[config.mk]
export PLATFORM = sky130hd
export DESIGN_NAME = isrt_cell
export DESIGN_NICKNAME = d
export VERILOG_FILES = /design/src/sv/isrt_pkg.sv /design/src/sv/isrt_cell.sv
export SDC_FILE = /design/constraint.sdc
export NUM_CORES = 1
export LEC_CHECK = 0
export BUFFER_PORTS_ARGS = -buffer_cell sky130_fd_sc_hd__buf_2
export CAP_MARGIN = 30
export CORE_ASPECT_RATIO = 1.1
export CORE_MARGIN = 1.5
export CORE_UTILIZATION = 43
export DETAILED_ROUTE_END_ITERATION = 12
export PLACE_DENSITY = 0.77
export REMOVE_ABC_BUFFERS = 1
export SLEW_MARGIN = 20
export SYNTH_ARGS = -nofsm -noshare
export SYNTH_HDL_FRONTEND = slang
export SYNTH_SLANG_ARGS = --single-unit
[constraint.sdc]
create_clock -name clk -period 8.8 [get_ports clk]
set_input_delay 1.76 -clock clk [delete_from_list [all_inputs] [get_ports clk]]
set_output_delay 1.76 -clock clk [all_outputs]
set_load 0.02 [all_outputs]
[src/sv/isrt_pkg.sv]
package isrt_pkg;

  localparam int DATA_W = 32;

  typedef logic signed [DATA_W-1:0] data_t;

  typedef enum logic {
    ST_FILL,
    ST_DRAIN
  } state_t;

  // broadcast from the controller to every cell
  typedef struct packed {
    logic  ins;
    logic  pop;
    data_t din;
  } ctrl_t;

endpackage

[src/sv/isrt_cell.sv]
module isrt_cell (
  input  logic            clk,
  input  isrt_pkg::ctrl_t ctrl,
  input  logic            occ,
  input  logic            prev_keep,
  input  isrt_pkg::data_t prev_val,
  input  isrt_pkg::data_t next_val,
  output logic            keep,
  output isrt_pkg::data_t val
);

  isrt_pkg::data_t val_r;
  isrt_pkg::data_t val_nxt;

  always_comb begin
    keep    = occ && (val_r < ctrl.din);
    val_nxt = val_r;
    if (ctrl.ins && !keep) begin
      val_nxt = prev_keep ? ctrl.din : prev_val;
    end else if (ctrl.pop) begin
      val_nxt = next_val;
    end
  end

  always_ff @(posedge clk) begin
    val_r <= val_nxt;
  end

  assign val = val_r;

endmodule

### Word-level counts from Yosys, hierarchy flattened

Index checks and enable logic that the tools add are counted.

* flip-flop bits (word level): 32
* output and inout bits: 33

* magnitude comparators: 1
* mux-type cells: 3
* reduce and logical (&&, ||, !) cells: 4

Operator list (number)
* 32-bit 2-to-1 mux: 3
* 32-bit < comparator: 1
* 1-bit logical AND: 2
* 2-bit nonzero test: 1
* 1-bit zero test: 1

### Depth between registers and ports, before layout

Gate-level depths: netlist (run 1).

* word-level depth: 5
* depth in mapped cells: 11
* gate-level depth less buffers: 9

### Worst setup path before layout (run 1)

OpenSTA, ideal clock, no wires.

* path type: input-to-output
* from: input port ctrl[19] (netlist bit)
* to: output port keep
* arrival time: 3.580 ns
* data required time: 7.040 ns
* slack: 3.460 ns
* stages on the path: 10
* cells stage by stage: inv_1 ha_1 a21oi_1 o21ai_0 a22o_1 a2111o_1 mux2i_1 buf_4 buf_2 inv_1

* cells in the longest elaborated chain, start to end: 2

Ends and longest elaborated chain
* from (decl): RTL line isrt_cell.sv:3 `input isrt_pkg::ctrl_t ctrl,`
* 32-bit < comparator: RTL line isrt_cell.sv:16 `keep = occ && (val_r < ctrl.din);`
* 1-bit logical AND: RTL line isrt_cell.sv:16
* to (decl): RTL line isrt_cell.sv:8 `output logic keep,`

Every way passes these cells.

### Worst setup path in the final report (run 1)

* from: input port ctrl[31] (netlist bit)
* to: output port keep

Same word-level chain as after synthesis.

==> impl_metrics.env, run 1 <==
export IMPL_run_status="complete, no violations"
export IMPL_effective_utilization_at_floorplan=0.441
export IMPL_grt_overflow_total=0
export IMPL_drc_errors=0
export IMPL_cell_with_the_largest_stage_delay_on_the_worst_path="buf_4"
export IMPL_layout_drive_gt1_share=0.370
export IMPL_timing_final_crit_share=0.676
export IMPL_numPortBuffers=133
export IMPL_synth_seq_area_share=0.380
export IMPL_tightest_slew_ns=0.623
export IMPL_power_leakage_nw=1.71
export IMPL_netlist_instances=260
export IMPL_cts_tree="built"
export IMPL_vdd_ir_drop_worst_mv=0.0706
export IMPL_tritoncts_num_sinks=32
export IMPL_syn_area_per_cell_um2=9.73
export IMPL_hold_path_depth=5
export IMPL_max_cap_viol_count=0
export IMPL_post_drt_wl_per_cell_um=13.4
export IMPL_number_of_flip_flops_under_the_largest_register_name=32
export IMPL_ios=134
export IMPL_ys_seq_elements=32
export IMPL_floorplan_die_area_mm2=0.00635
export IMPL_worstSetupPathType="in -> out"
export IMPL_worstPathMaxFanout=66
export IMPL_die_w_um=76.1
export IMPL_fin_worst_skew_ns=0.00746
export IMPL_cts_setup_buffers=0
export IMPL_post_cts_resized=0
export IMPL_fmax_mhz=168
export IMPL_reg2reg_depth=9
export IMPL_power_density_cell_area_mw_per_mm2=151
export IMPL_number_of_antenna_violations_at_the_first_check_in_global_routing=0
export IMPL_area_growth_pct=32.2
export IMPL_die_h_um=83.4
export IMPL_cts_buffers_inserted=5
export IMPL_cts_max_level=2
export IMPL_drt_pass1_iterations=5
export IMPL_synthesis_yosys_warnings=0
export IMPL_standard_cell_row_count=29
export IMPL_count_of_hold_buffers_inserted_by_post_cts_repair=0
export IMPL_finalWorstPathRequiredPeriod_ns=5.95
export IMPL_grt_setup_unrepaired="false"
export IMPL_grt_first_pass_wirelength_um=10200
export IMPL_global_route_usage_total=0.198
export IMPL_drt_total_wl_um=6230
export IMPL_totalPowerFinal_mw=0.505
export IMPL_vias_per_cell=5.24
export IMPL_hpwl_um=4750
export IMPL_insertion_delay_ns=0.28
export IMPL_finalWorstSetupSlack_ns=2.85
export IMPL_worst_hold_slack_ns=1.39
export IMPL_floorplan_core_area_mm2=0.00573
export IMPL_detail_route_antenna_nets=0
export IMPL_cp_required_ns=7.04
export IMPL_count_of_endpoints_failing_hold_in_the_final_timing_report=0
export IMPL_place_congestion=0.740
export IMPL_synth_lib_cells_used_distinct=27
export IMPL_setup_total_negative_slack_ns=0
export IMPL_crit_path_max_incr_delay_ns=0.52
export IMPL_asyncSetResetFlopFracSynth=0
export IMPL_clockRootBuffer="clkbuf_8"
export IMPL_antenna_cells_inserted=0
export IMPL_critical_path_endpoint_type="output pin"
export IMPL_worst_endpoint_arrival_ns=4.19
export IMPL_synth_edff_count=32
export IMPL_grt_start_max_net_pins=67
export IMPL_combined_area_of_all_synthesized_cells_mm2=0.00253
export IMPL_worstSetupStartpointType="primary input"
export IMPL_post_place_ws_ns=2.84
export IMPL_detailroute_via_count=2427
export IMPL_via_count_of_the_first_global_routing_pass=2355
export IMPL_finalNetCount=518
export IMPL_crit_path_cell_trace="buf_2 > inv_1 > ha_1 > nand4_1 > nor4_1 > and3_1 > a2111o_1 > mux2i_4 > buf_4 > inv_1 > buf_2"
export IMPL_initialDrtViolationCount=50
export IMPL_finalMaxSlewViolations=0
export IMPL_hold_wc_path_type="reg -> reg"
export IMPL_max_slew_margin=0.585
export IMPL_setup_violations=0
export IMPL_synth_top_flop_cell="edfxtp_1"
export IMPL_worst_setup_hold_path_clk_slew_ns=0.07
export IMPL_max_clock_path_buffers=2
export IMPL_num_fill_cells=523
==> where the power goes <==
group / total (mW) / switching [mW] / internal (mW)
Sequential: 0.209 / 0.0118 / 0.198
Clock: 0.102 / 0.0504 / 0.0521
Combinational: 0.193 / 0.113 / 0.0793
Total: 0.505 / 0.176 / 0.329
==> per-stage QoR <==
step                instances  area, um^2   util
global placement          455        3240  0.565
CTS                       462        3320  0.579
floorplan                 242        2440      -
detailed placement        455        3240  0.565
global route              463        3350  0.584
finish                    463        3350  0.584
==> final timing paths <==
kind	start	to	slack, ns
min reg2reg	val[31]$_DFFE_PP_	val[25]$_DFFE_PP_	1.39
max	ctrl[31]	keep	2.85
max reg2reg	val[30]$_DFFE_PP_	val[25]$_DFFE_PP_	5.40
min	val[31]$_DFFE_PP_	val[25]$_DFFE_PP_	1.39
==> area by class of cell <==
cell class | instances | area (um^2) | area share
Clock inverter | 2 | 7.51 | 0.00224
Clock buffer | 5 | 68.8 | 0.0206
Sequential cell | 32 | 961 | 0.287
Tap cell | 77 | 96.3 | 0.0288
Timing Repair Buffer | 137 | 716 | 0.214
Multi-Input combinational cell | 177 | 1370 | 0.410
Inverter | 33 | 124 | 0.0370
==> cells in the final DEF, fill, tap and decap left out <==
cell       synthesis  final
buf_2              5    133
a21oi_1           45     45
inv_1             33     33
mux2i_1           33     32
a31oi_1           32     32
edfxtp_1          32     32
ha_1              31     31
nand4_1            6      6
nand2_1            6      6
clkbuf_8           0      5
nand3_1            3      3
o21ai_0            3      3
a21o_1             3      3
nor2_1             3      3
buf_4              1      3
o21a_1             2      2
clkinv_1           0      2
nor4_1             1      1
a221o_1            1      1
nor2b_1            1      1
and3_1             1      1
nand2b_1           1      1
a2111oi_1          1      1
o31ai_1            1      1
nor3_1             1      1
a22o_1             1      1
a2111o_1           1      1
mux2i_4            0      1
buf_16             0      1
==> layer usage <==
metal  part of all wire  up-vias  global-route usage
li1                   -     1238                   -
met1               0.42     1088               0.234
met2               0.51       95               0.359
met3              0.066        6              0.0495
met4             0.0090        0              0.0505
met5                  0        -                   0
==> cell families after synthesis <==
family                   count (synthesis)  share of synthesized area
AO/OA/AOI/OAI                           90                      0.208
buffers and inverters                   51                     0.0826
flip-flops                              32                      0.380
AND/OR/NAND/NOR                         23                     0.0460
adder cells (fa/ha/maj)                 31                      0.153
multiplexers                            33                      0.131
==> cell usage after synthesis, drive strengths merged, types with 2 or more instances <==
master | number | share of area
a21o | 3 | 0.0089
a21oi | 45 | 0.089
a31oi | 32 | 0.079
buf | 7 | 0.017
clkbuf | 11 | 0.016
edfxtp | 32 | 0.38
ha | 31 | 0.15
inv | 33 | 0.049
mux2i | 33 | 0.13
nand2 | 6 | 0.0089
nand3 | 3 | 0.0059
nand4 | 6 | 0.015
nor2 | 3 | 0.0045
o21a | 2 | 0.0059
o21ai | 3 | 0.0059
==> worst max-delay path, delay by kind of cell <==
| kind | cells | cell delay (ns) |
|---|---|---|
| buffers and inverters | 5 | 0.92 |
| AND/OR/NAND/NOR | 3 | 0.76 |
| adder cells (fa/ha/maj) | 1 | 0.30 |
| multiplexers | 1 | 0.23 |
| AO/OA/AOI/OAI | 1 | 0.18 |
(Power assumes the default switching activity.)
==> run 2, diff against run 1 <==
- clock period: 8.8 -> 5.6 ns (I/O delays scaled with it)
==> impl_metrics.env, run 2 (synthesis gave the netlist of run 1 again) <==
export IMPL_cts_max_level=2
export IMPL_count_of_hold_buffers_inserted_by_post_cts_repair=0
export IMPL_timing_final_crit_share=0.742
export IMPL_most_common_layout_cells="133 x buf_2, 45 x a21oi_1, 33 x inv_1"
export IMPL_grt_first_pass_wirelength_um=10100
export IMPL_post_cts_resized=0
export IMPL_hold_path_depth=3
export IMPL_run_status="complete, no violations"
export IMPL_drt_pass1_iterations=4
export IMPL_finalMaxSlewViolations=0
export IMPL_worstSetupStartpointType="primary input"
export IMPL_number_of_flip_flops_under_the_largest_register_name=32
export IMPL_post_drt_wl_per_cell_um=13.4
export IMPL_detail_route_antenna_nets=0
export IMPL_number_of_antenna_violations_at_the_first_check_in_global_routing=0
export IMPL_reg2reg_setup_slack_ns=2.14
export IMPL_drt_total_wl_um=6210
export IMPL_vias_per_cell=5.19
export IMPL_insertion_delay_ns=0.28
export IMPL_worstSetupPathType="in -> out"
export IMPL_crit_buf_inv=4
export IMPL_worst_hold_slack_ns=1.18
export IMPL_crit_path_max_incr_delay_ns=0.40
export IMPL_reg2reg_depth=9
export IMPL_count_of_endpoints_failing_hold_in_the_final_timing_report=0
export IMPL_cell_with_the_largest_stage_delay_on_the_worst_path="nor4_1"
export IMPL_numPortBuffers=133
export IMPL_most_common_cell_after_layout_fill_and_taps_aside="buf_2"
export IMPL_grt_start_max_net_pins=66
export IMPL_effective_utilization_at_floorplan=0.441
export IMPL_standard_cell_row_count=29
export IMPL_critical_path_endpoint_type="output pin"
export IMPL_worstPathMaxFanout=4
export IMPL_grt_overflow_total=0
export IMPL_global_route_usage_total=0.196
export IMPL_hold_wc_path_type="in -> reg"
export IMPL_worst_setup_hold_path_clk_slew_ns=0.07
export IMPL_tightest_slew_ns=0.949
export IMPL_grt_setup_unrepaired="false"
export IMPL_crit_path_cell_trace="buf_2 > inv_1 > ha_1 > nand4_1 > nor4_1 > and3_1 > a2111o_1 > mux2i_4 > inv_1 > buf_2"
export IMPL_max_cap_viol_count=0
export IMPL_die_w_um=76.1
export IMPL_hp_start="next_val[29]"
export IMPL_r2r_end="val[25]$_DFFE_PP_"
export IMPL_antenna_cells_inserted=0
export IMPL_cts_setup_buffers=0
export IMPL_via_count_of_the_first_global_routing_pass=2289
export IMPL_worst_endpoint_arrival_ns=3.04
export IMPL_cts_tree="built"
export IMPL_setup_total_negative_slack_ns=0
export IMPL_layout_drive_gt1_share=0.368
export IMPL_totalPowerFinal_mw=0.800
export IMPL_fin_worst_skew_ns=0.00861
export IMPL_detailroute_via_count=2405
export IMPL_tritoncts_num_sinks=32
export IMPL_fmax_mhz=241
export IMPL_floorplan_core_area_mm2=0.00573
export IMPL_finalWorstPathRequiredPeriod_ns=4.16
export IMPL_area_growth_pct=32.1
export IMPL_vdd_ir_drop_worst_mv=0.132
export IMPL_power_density_cell_area_mw_per_mm2=239
export IMPL_initialDrtViolationCount=97
export IMPL_drc_errors=0
export IMPL_ios=134
export IMPL_cp_top_family="simple AND/OR/NAND/NOR gates"
export IMPL_place_congestion=0.780
export IMPL_cts_buffers_inserted=5
export IMPL_cp_required_ns=4.48
export IMPL_finalNetCount=517
export IMPL_critical_path_reg2reg_startpoint="val[31]$_DFFE_PP_"
export IMPL_power_leakage_nw=1.71
export IMPL_clockRootBuffer="clkbuf_8"
export IMPL_max_clock_path_buffers=2
export IMPL_hpwl_um=4760
export IMPL_setup_violations=0
export IMPL_die_h_um=83.4
export IMPL_worst_hold_path_endpoint="val[29]$_DFFE_PP_"
export IMPL_max_slew_margin=0.368
export IMPL_floorplan_die_area_mm2=0.00635
## run 2: cell types whose count changed in the layout (fill, tap and decap cells not counted)
cell / delta
buf_4: -1
clkinv_1: -1
clkbuf_1: +2
## run 2: worst reg2reg max path, stage by stage, from the launching register on
cell      delay [ns]
edfxtp_1        0.39
ha_1            0.34
nand4_1         0.20
nor4_1          0.40
and3_1          0.21
a2111o_1        0.18
mux2i_4         0.24
buf_4           0.51
a21o_1          0.25
buf_4           0.38
## run 2: final cells by class
type / count / area [um^2]
fill: 524 / 2390
clock inverter: 1 / 3.75
tap: 77 / 96.3
inverter: 33 / 124
clock buffer: 7 / 76.3
timing repair buffer: 136 / 708
multi-input combinational: 177 / 1370
sequential: 32 / 961
## run 2: worst max-delay path by stage
stage,start,to,slack [ns],cells after the start
6_report,ctrl[31],keep,1.44,10
3_5_place_dp,ctrl[31],val[30]$_DFFE_PP_,1.30,11
5_1_grt,ctrl[31],keep,1.30,10
4_1_cts,ctrl[31],keep,1.43,10
2_1_floorplan,ctrl[31],keep,-0.83,8
3_3_place_gp,ctrl[31],val[31]$_DFFE_PP_,1.45,11
## run 2: where the power goes
| group | switching [mW] | internal, mW | total [mW] |
|---|---|---|---|
| clock network | 0.0818 | 0.0864 | 0.168 |
| registers | 0.0188 | 0.311 | 0.329 |
| logic | 0.178 | 0.124 | 0.302 |
| total | 0.279 | 0.521 | 0.800 |
## run 2: metal layers
metal  wire length [um]  part of all wire  track usage
met5                  0                 0            0
met4                 22            0.0035       0.0404
met3                389             0.063       0.0505
met2               3150              0.51        0.360
met1               2640              0.43        0.231
## run 2: metrics by stage
step | util | cells | setup slack (ns) | cell area [um^2]
after global routing | 0.583 | 463 | 1.30 | 3340
after global placement | 0.564 | 454 | 1.45 | 3230
final | 0.583 | 463 | 1.44 | 3340
after detailed placement | 0.564 | 454 | 1.30 | 3230
after CTS | 0.578 | 462 | 1.43 | 3310
after floorplan | - | 242 | -0.827 | 2440
==> run 3, diff against run 2 <==
- ABC_AREA: unset -> 1
- PLACE_DENSITY: 0.77 -> 0.76
- clock period: 5.6 -> 4 ns (I/O delays scaled with it)
==> impl_metrics.env, run 3 <==
export IMPL_grt_start_max_net_pins=35
export IMPL_totalPowerFinal_mw=1.25
export IMPL_synth_lib_cells_used_distinct=19
export IMPL_worst_hold_slack_ns=0.782
export IMPL_count_of_endpoints_failing_hold_in_the_final_timing_report=0
export IMPL_synth_edff_count=32
export IMPL_ios=134
export IMPL_detailroute_via_count=2703
export IMPL_effective_utilization_at_floorplan=0.448
export IMPL_insertion_delay_ns=0.28
export IMPL_most_common_layout_cells="133 x buf_2, 96 x nand2_1, 45 x a21oi_1, 42 x inv_1, 39 x nor2_1"
export IMPL_hold_wc_path_type="in -> reg"
export IMPL_critical_path_endpoint_type="output pin"
export IMPL_final_cell_area_mm2=0.00341
export IMPL_leading_cell_types_by_total_area_after_synthesis="edfxtp_1 37%, ha_1 15%, nand2_1 14%"
export IMPL_timing_final_crit_share=0.798
export IMPL_postLayoutCoreUtil=0.588
export IMPL_worstSetupStartpointType="primary input"
export IMPL_leading_cell_types_by_count_after_synthesis="96 x nand2_1, 45 x a21oi_1, 42 x inv_1, 39 x nor2_1, 35 x nand3_1"
export IMPL_synthesis_yosys_warnings=0
export IMPL_cts_tree="built"
export IMPL_final_cells=554
export IMPL_via_count_of_the_first_global_routing_pass=2718
export IMPL_worstSetupPathType="in -> out"
export IMPL_synth_top_flop_cell="edfxtp_1"
export IMPL_most_common_cell_after_layout_fill_and_taps_aside="buf_2"
export IMPL_max_slew_margin=0.538
export IMPL_power_switching_share=0.358
export IMPL_cts_buffers_inserted=5
export IMPL_cts_setup_buffers=0
export IMPL_synth_seq_area_share=0.369
export IMPL_synth_most_common_cell="nand2_1"
export IMPL_place_area_mm2=0.00330
export IMPL_area_growth_pct=31.3
export IMPL_max_clock_path_buffers=2
export IMPL_worst_endpoint_arrival_ns=2.39
export IMPL_synth_top_area_cell="edfxtp_1"
export IMPL_netlist_instances=349
export IMPL_drt_total_wl_um=6740
export IMPL_standard_cell_row_count=29
export IMPL_floorplan_core_area_mm2=0.00581
export IMPL_die_w_um=77.2
export IMPL_max_cap_viol_count=0
export IMPL_grt_first_pass_wirelength_um=11300
export IMPL_post_synth_top_area_share=0.369
export IMPL_fmax_mhz=313
export IMPL_clockRootBuffer="clkbuf_8"
export IMPL_ys_seq_elements=32
export IMPL_antenna_cells_inserted=0
export IMPL_cp_required_ns=3.20
export IMPL_internal_portion_of_total_power_mw=0.805
export IMPL_initialDrtViolationCount=100
export IMPL_run_status="complete, no violations"
export IMPL_tritoncts_num_sinks=32
export IMPL_grt_overflow_total=0
export IMPL_syn_area_per_cell_um2=7.45
export IMPL_seq_power_share=0.377
export IMPL_detail_route_antenna_nets=0
export IMPL_post_drt_wl_per_cell_um=12.2
export IMPL_worst_setup_hold_path_clk_slew_ns=0.07
export IMPL_clock_power_share=0.246
export IMPL_post_place_ws_ns=0.806
export IMPL_total_switching_power_mw=0.448
export IMPL_asyncSetResetFlopFracSynth=0
export IMPL_number_of_flip_flops_under_the_largest_register_name=32
export IMPL_finalWorstPathRequiredPeriod_ns=3.19
export IMPL_setup_violations=0
export IMPL_num_fill_cells=588
export IMPL_number_of_antenna_violations_at_the_first_check_in_global_routing=0
export IMPL_vias_per_cell=4.88
export IMPL_hpwl_um=5200
export IMPL_finalMaxSlewViolations=0
export IMPL_setup_total_negative_slack_ns=0
export IMPL_layout_drive_gt1_share=0.314
export IMPL_place_congestion=0.847
export IMPL_cells_after_dpl=546
export IMPL_drt_pass1_iterations=4
export IMPL_fin_worst_skew_ns=0.00141
export IMPL_die_h_um=84.6
export IMPL_vdd_ir_drop_worst_mv=0.223
export IMPL_finalWorstSetupSlack_ns=0.807
export IMPL_combined_area_of_all_synthesized_cells_mm2=0.00260
export IMPL_drc_errors=0
export IMPL_post_cts_resized=0
export IMPL_power_share_combinational=0.377
export IMPL_tightest_slew_ns=0.693
export IMPL_count_of_hold_buffers_inserted_by_post_cts_repair=0
export IMPL_grt_setup_unrepaired="false"
export IMPL_floorplan_die_area_mm2=0.00653
export IMPL_global_route_usage_total=0.213
export IMPL_power_leakage_nw=1.93
export IMPL_numPortBuffers=133
export IMPL_power_density_cell_area_mw_per_mm2=367
export IMPL_cts_max_level=2
export IMPL_finalNetCount=608
export IMPL_worstPathMaxFanout=13
-- run 3: area by class of cell --
cell class              instances  area, um^2  share of cell area
repair buffers                137         696               0.204
flip-flops and latches         32         961               0.281
inverters                      42         158              0.0462
multi-input cells             258        1390               0.408
clock buffers                   5        68.8              0.0202
clock inverters                 3        42.5              0.0125
well taps                      77        96.3              0.0282
-- run 3: power groups by stage --
stage	logic (mW)	clock network (mW)	registers [mW]
2_1_floorplan	0.224	0	0.546
4_1_cts	0.477	0.321	0.473
6_report	0.472	0.309	0.472
5_1_grt	0.535	0.332	0.480
3_3_place_gp	0.465	0	0.477
3_5_place_dp	0.474	0	0.480
-- run 3: worst paths after layout --
kind / endpoint / startpoint / depth (start not counted) / slack [ns]
worst min-delay path: val[8]$_DFFE_PP_ / next_val[8] / 3 / 0.78
worst max register to register: val[14]$_DFFE_PP_ / val[5]$_DFFE_PP_ / 13 / 1.37
worst min register to register: val[18]$_DFFE_PP_ / val[31]$_DFFE_PP_ / 5 / 1.05
worst max-delay path: keep / ctrl[11] / 13 / 0.81
-- run 3: worst max-delay path, stage by stage --
cell and delay [ns]:
buf_2 0.08, inv_1 0.04, ha_1 0.31, a21oi_1 0.16, o21ai_0 0.13, a21oi_1 0.14
nand2_1 0.09, nand2_1 0.08, nand2_1 0.05, nand2_1 0.09, nand3_4 0.17, inv_1 0.09
buf_2 0.16
-- run 3: kinds of logic after synthesis --
kind of cell    share of synthesized area
compound gates                      0.101
fa+ha+maj                           0.149
buf+inv                            0.0952
flops                               0.369
mux                               0.00433
simple gates                        0.281
-- run 3: layer usage --
metal	wire, um	global-route usage	up-vias
met1	2870	0.247	1202
met4	84	0.0711	0
met2	3430	0.398	95
met5	0	0	-
met3	354	0.0304	6
li1	-	-	1400
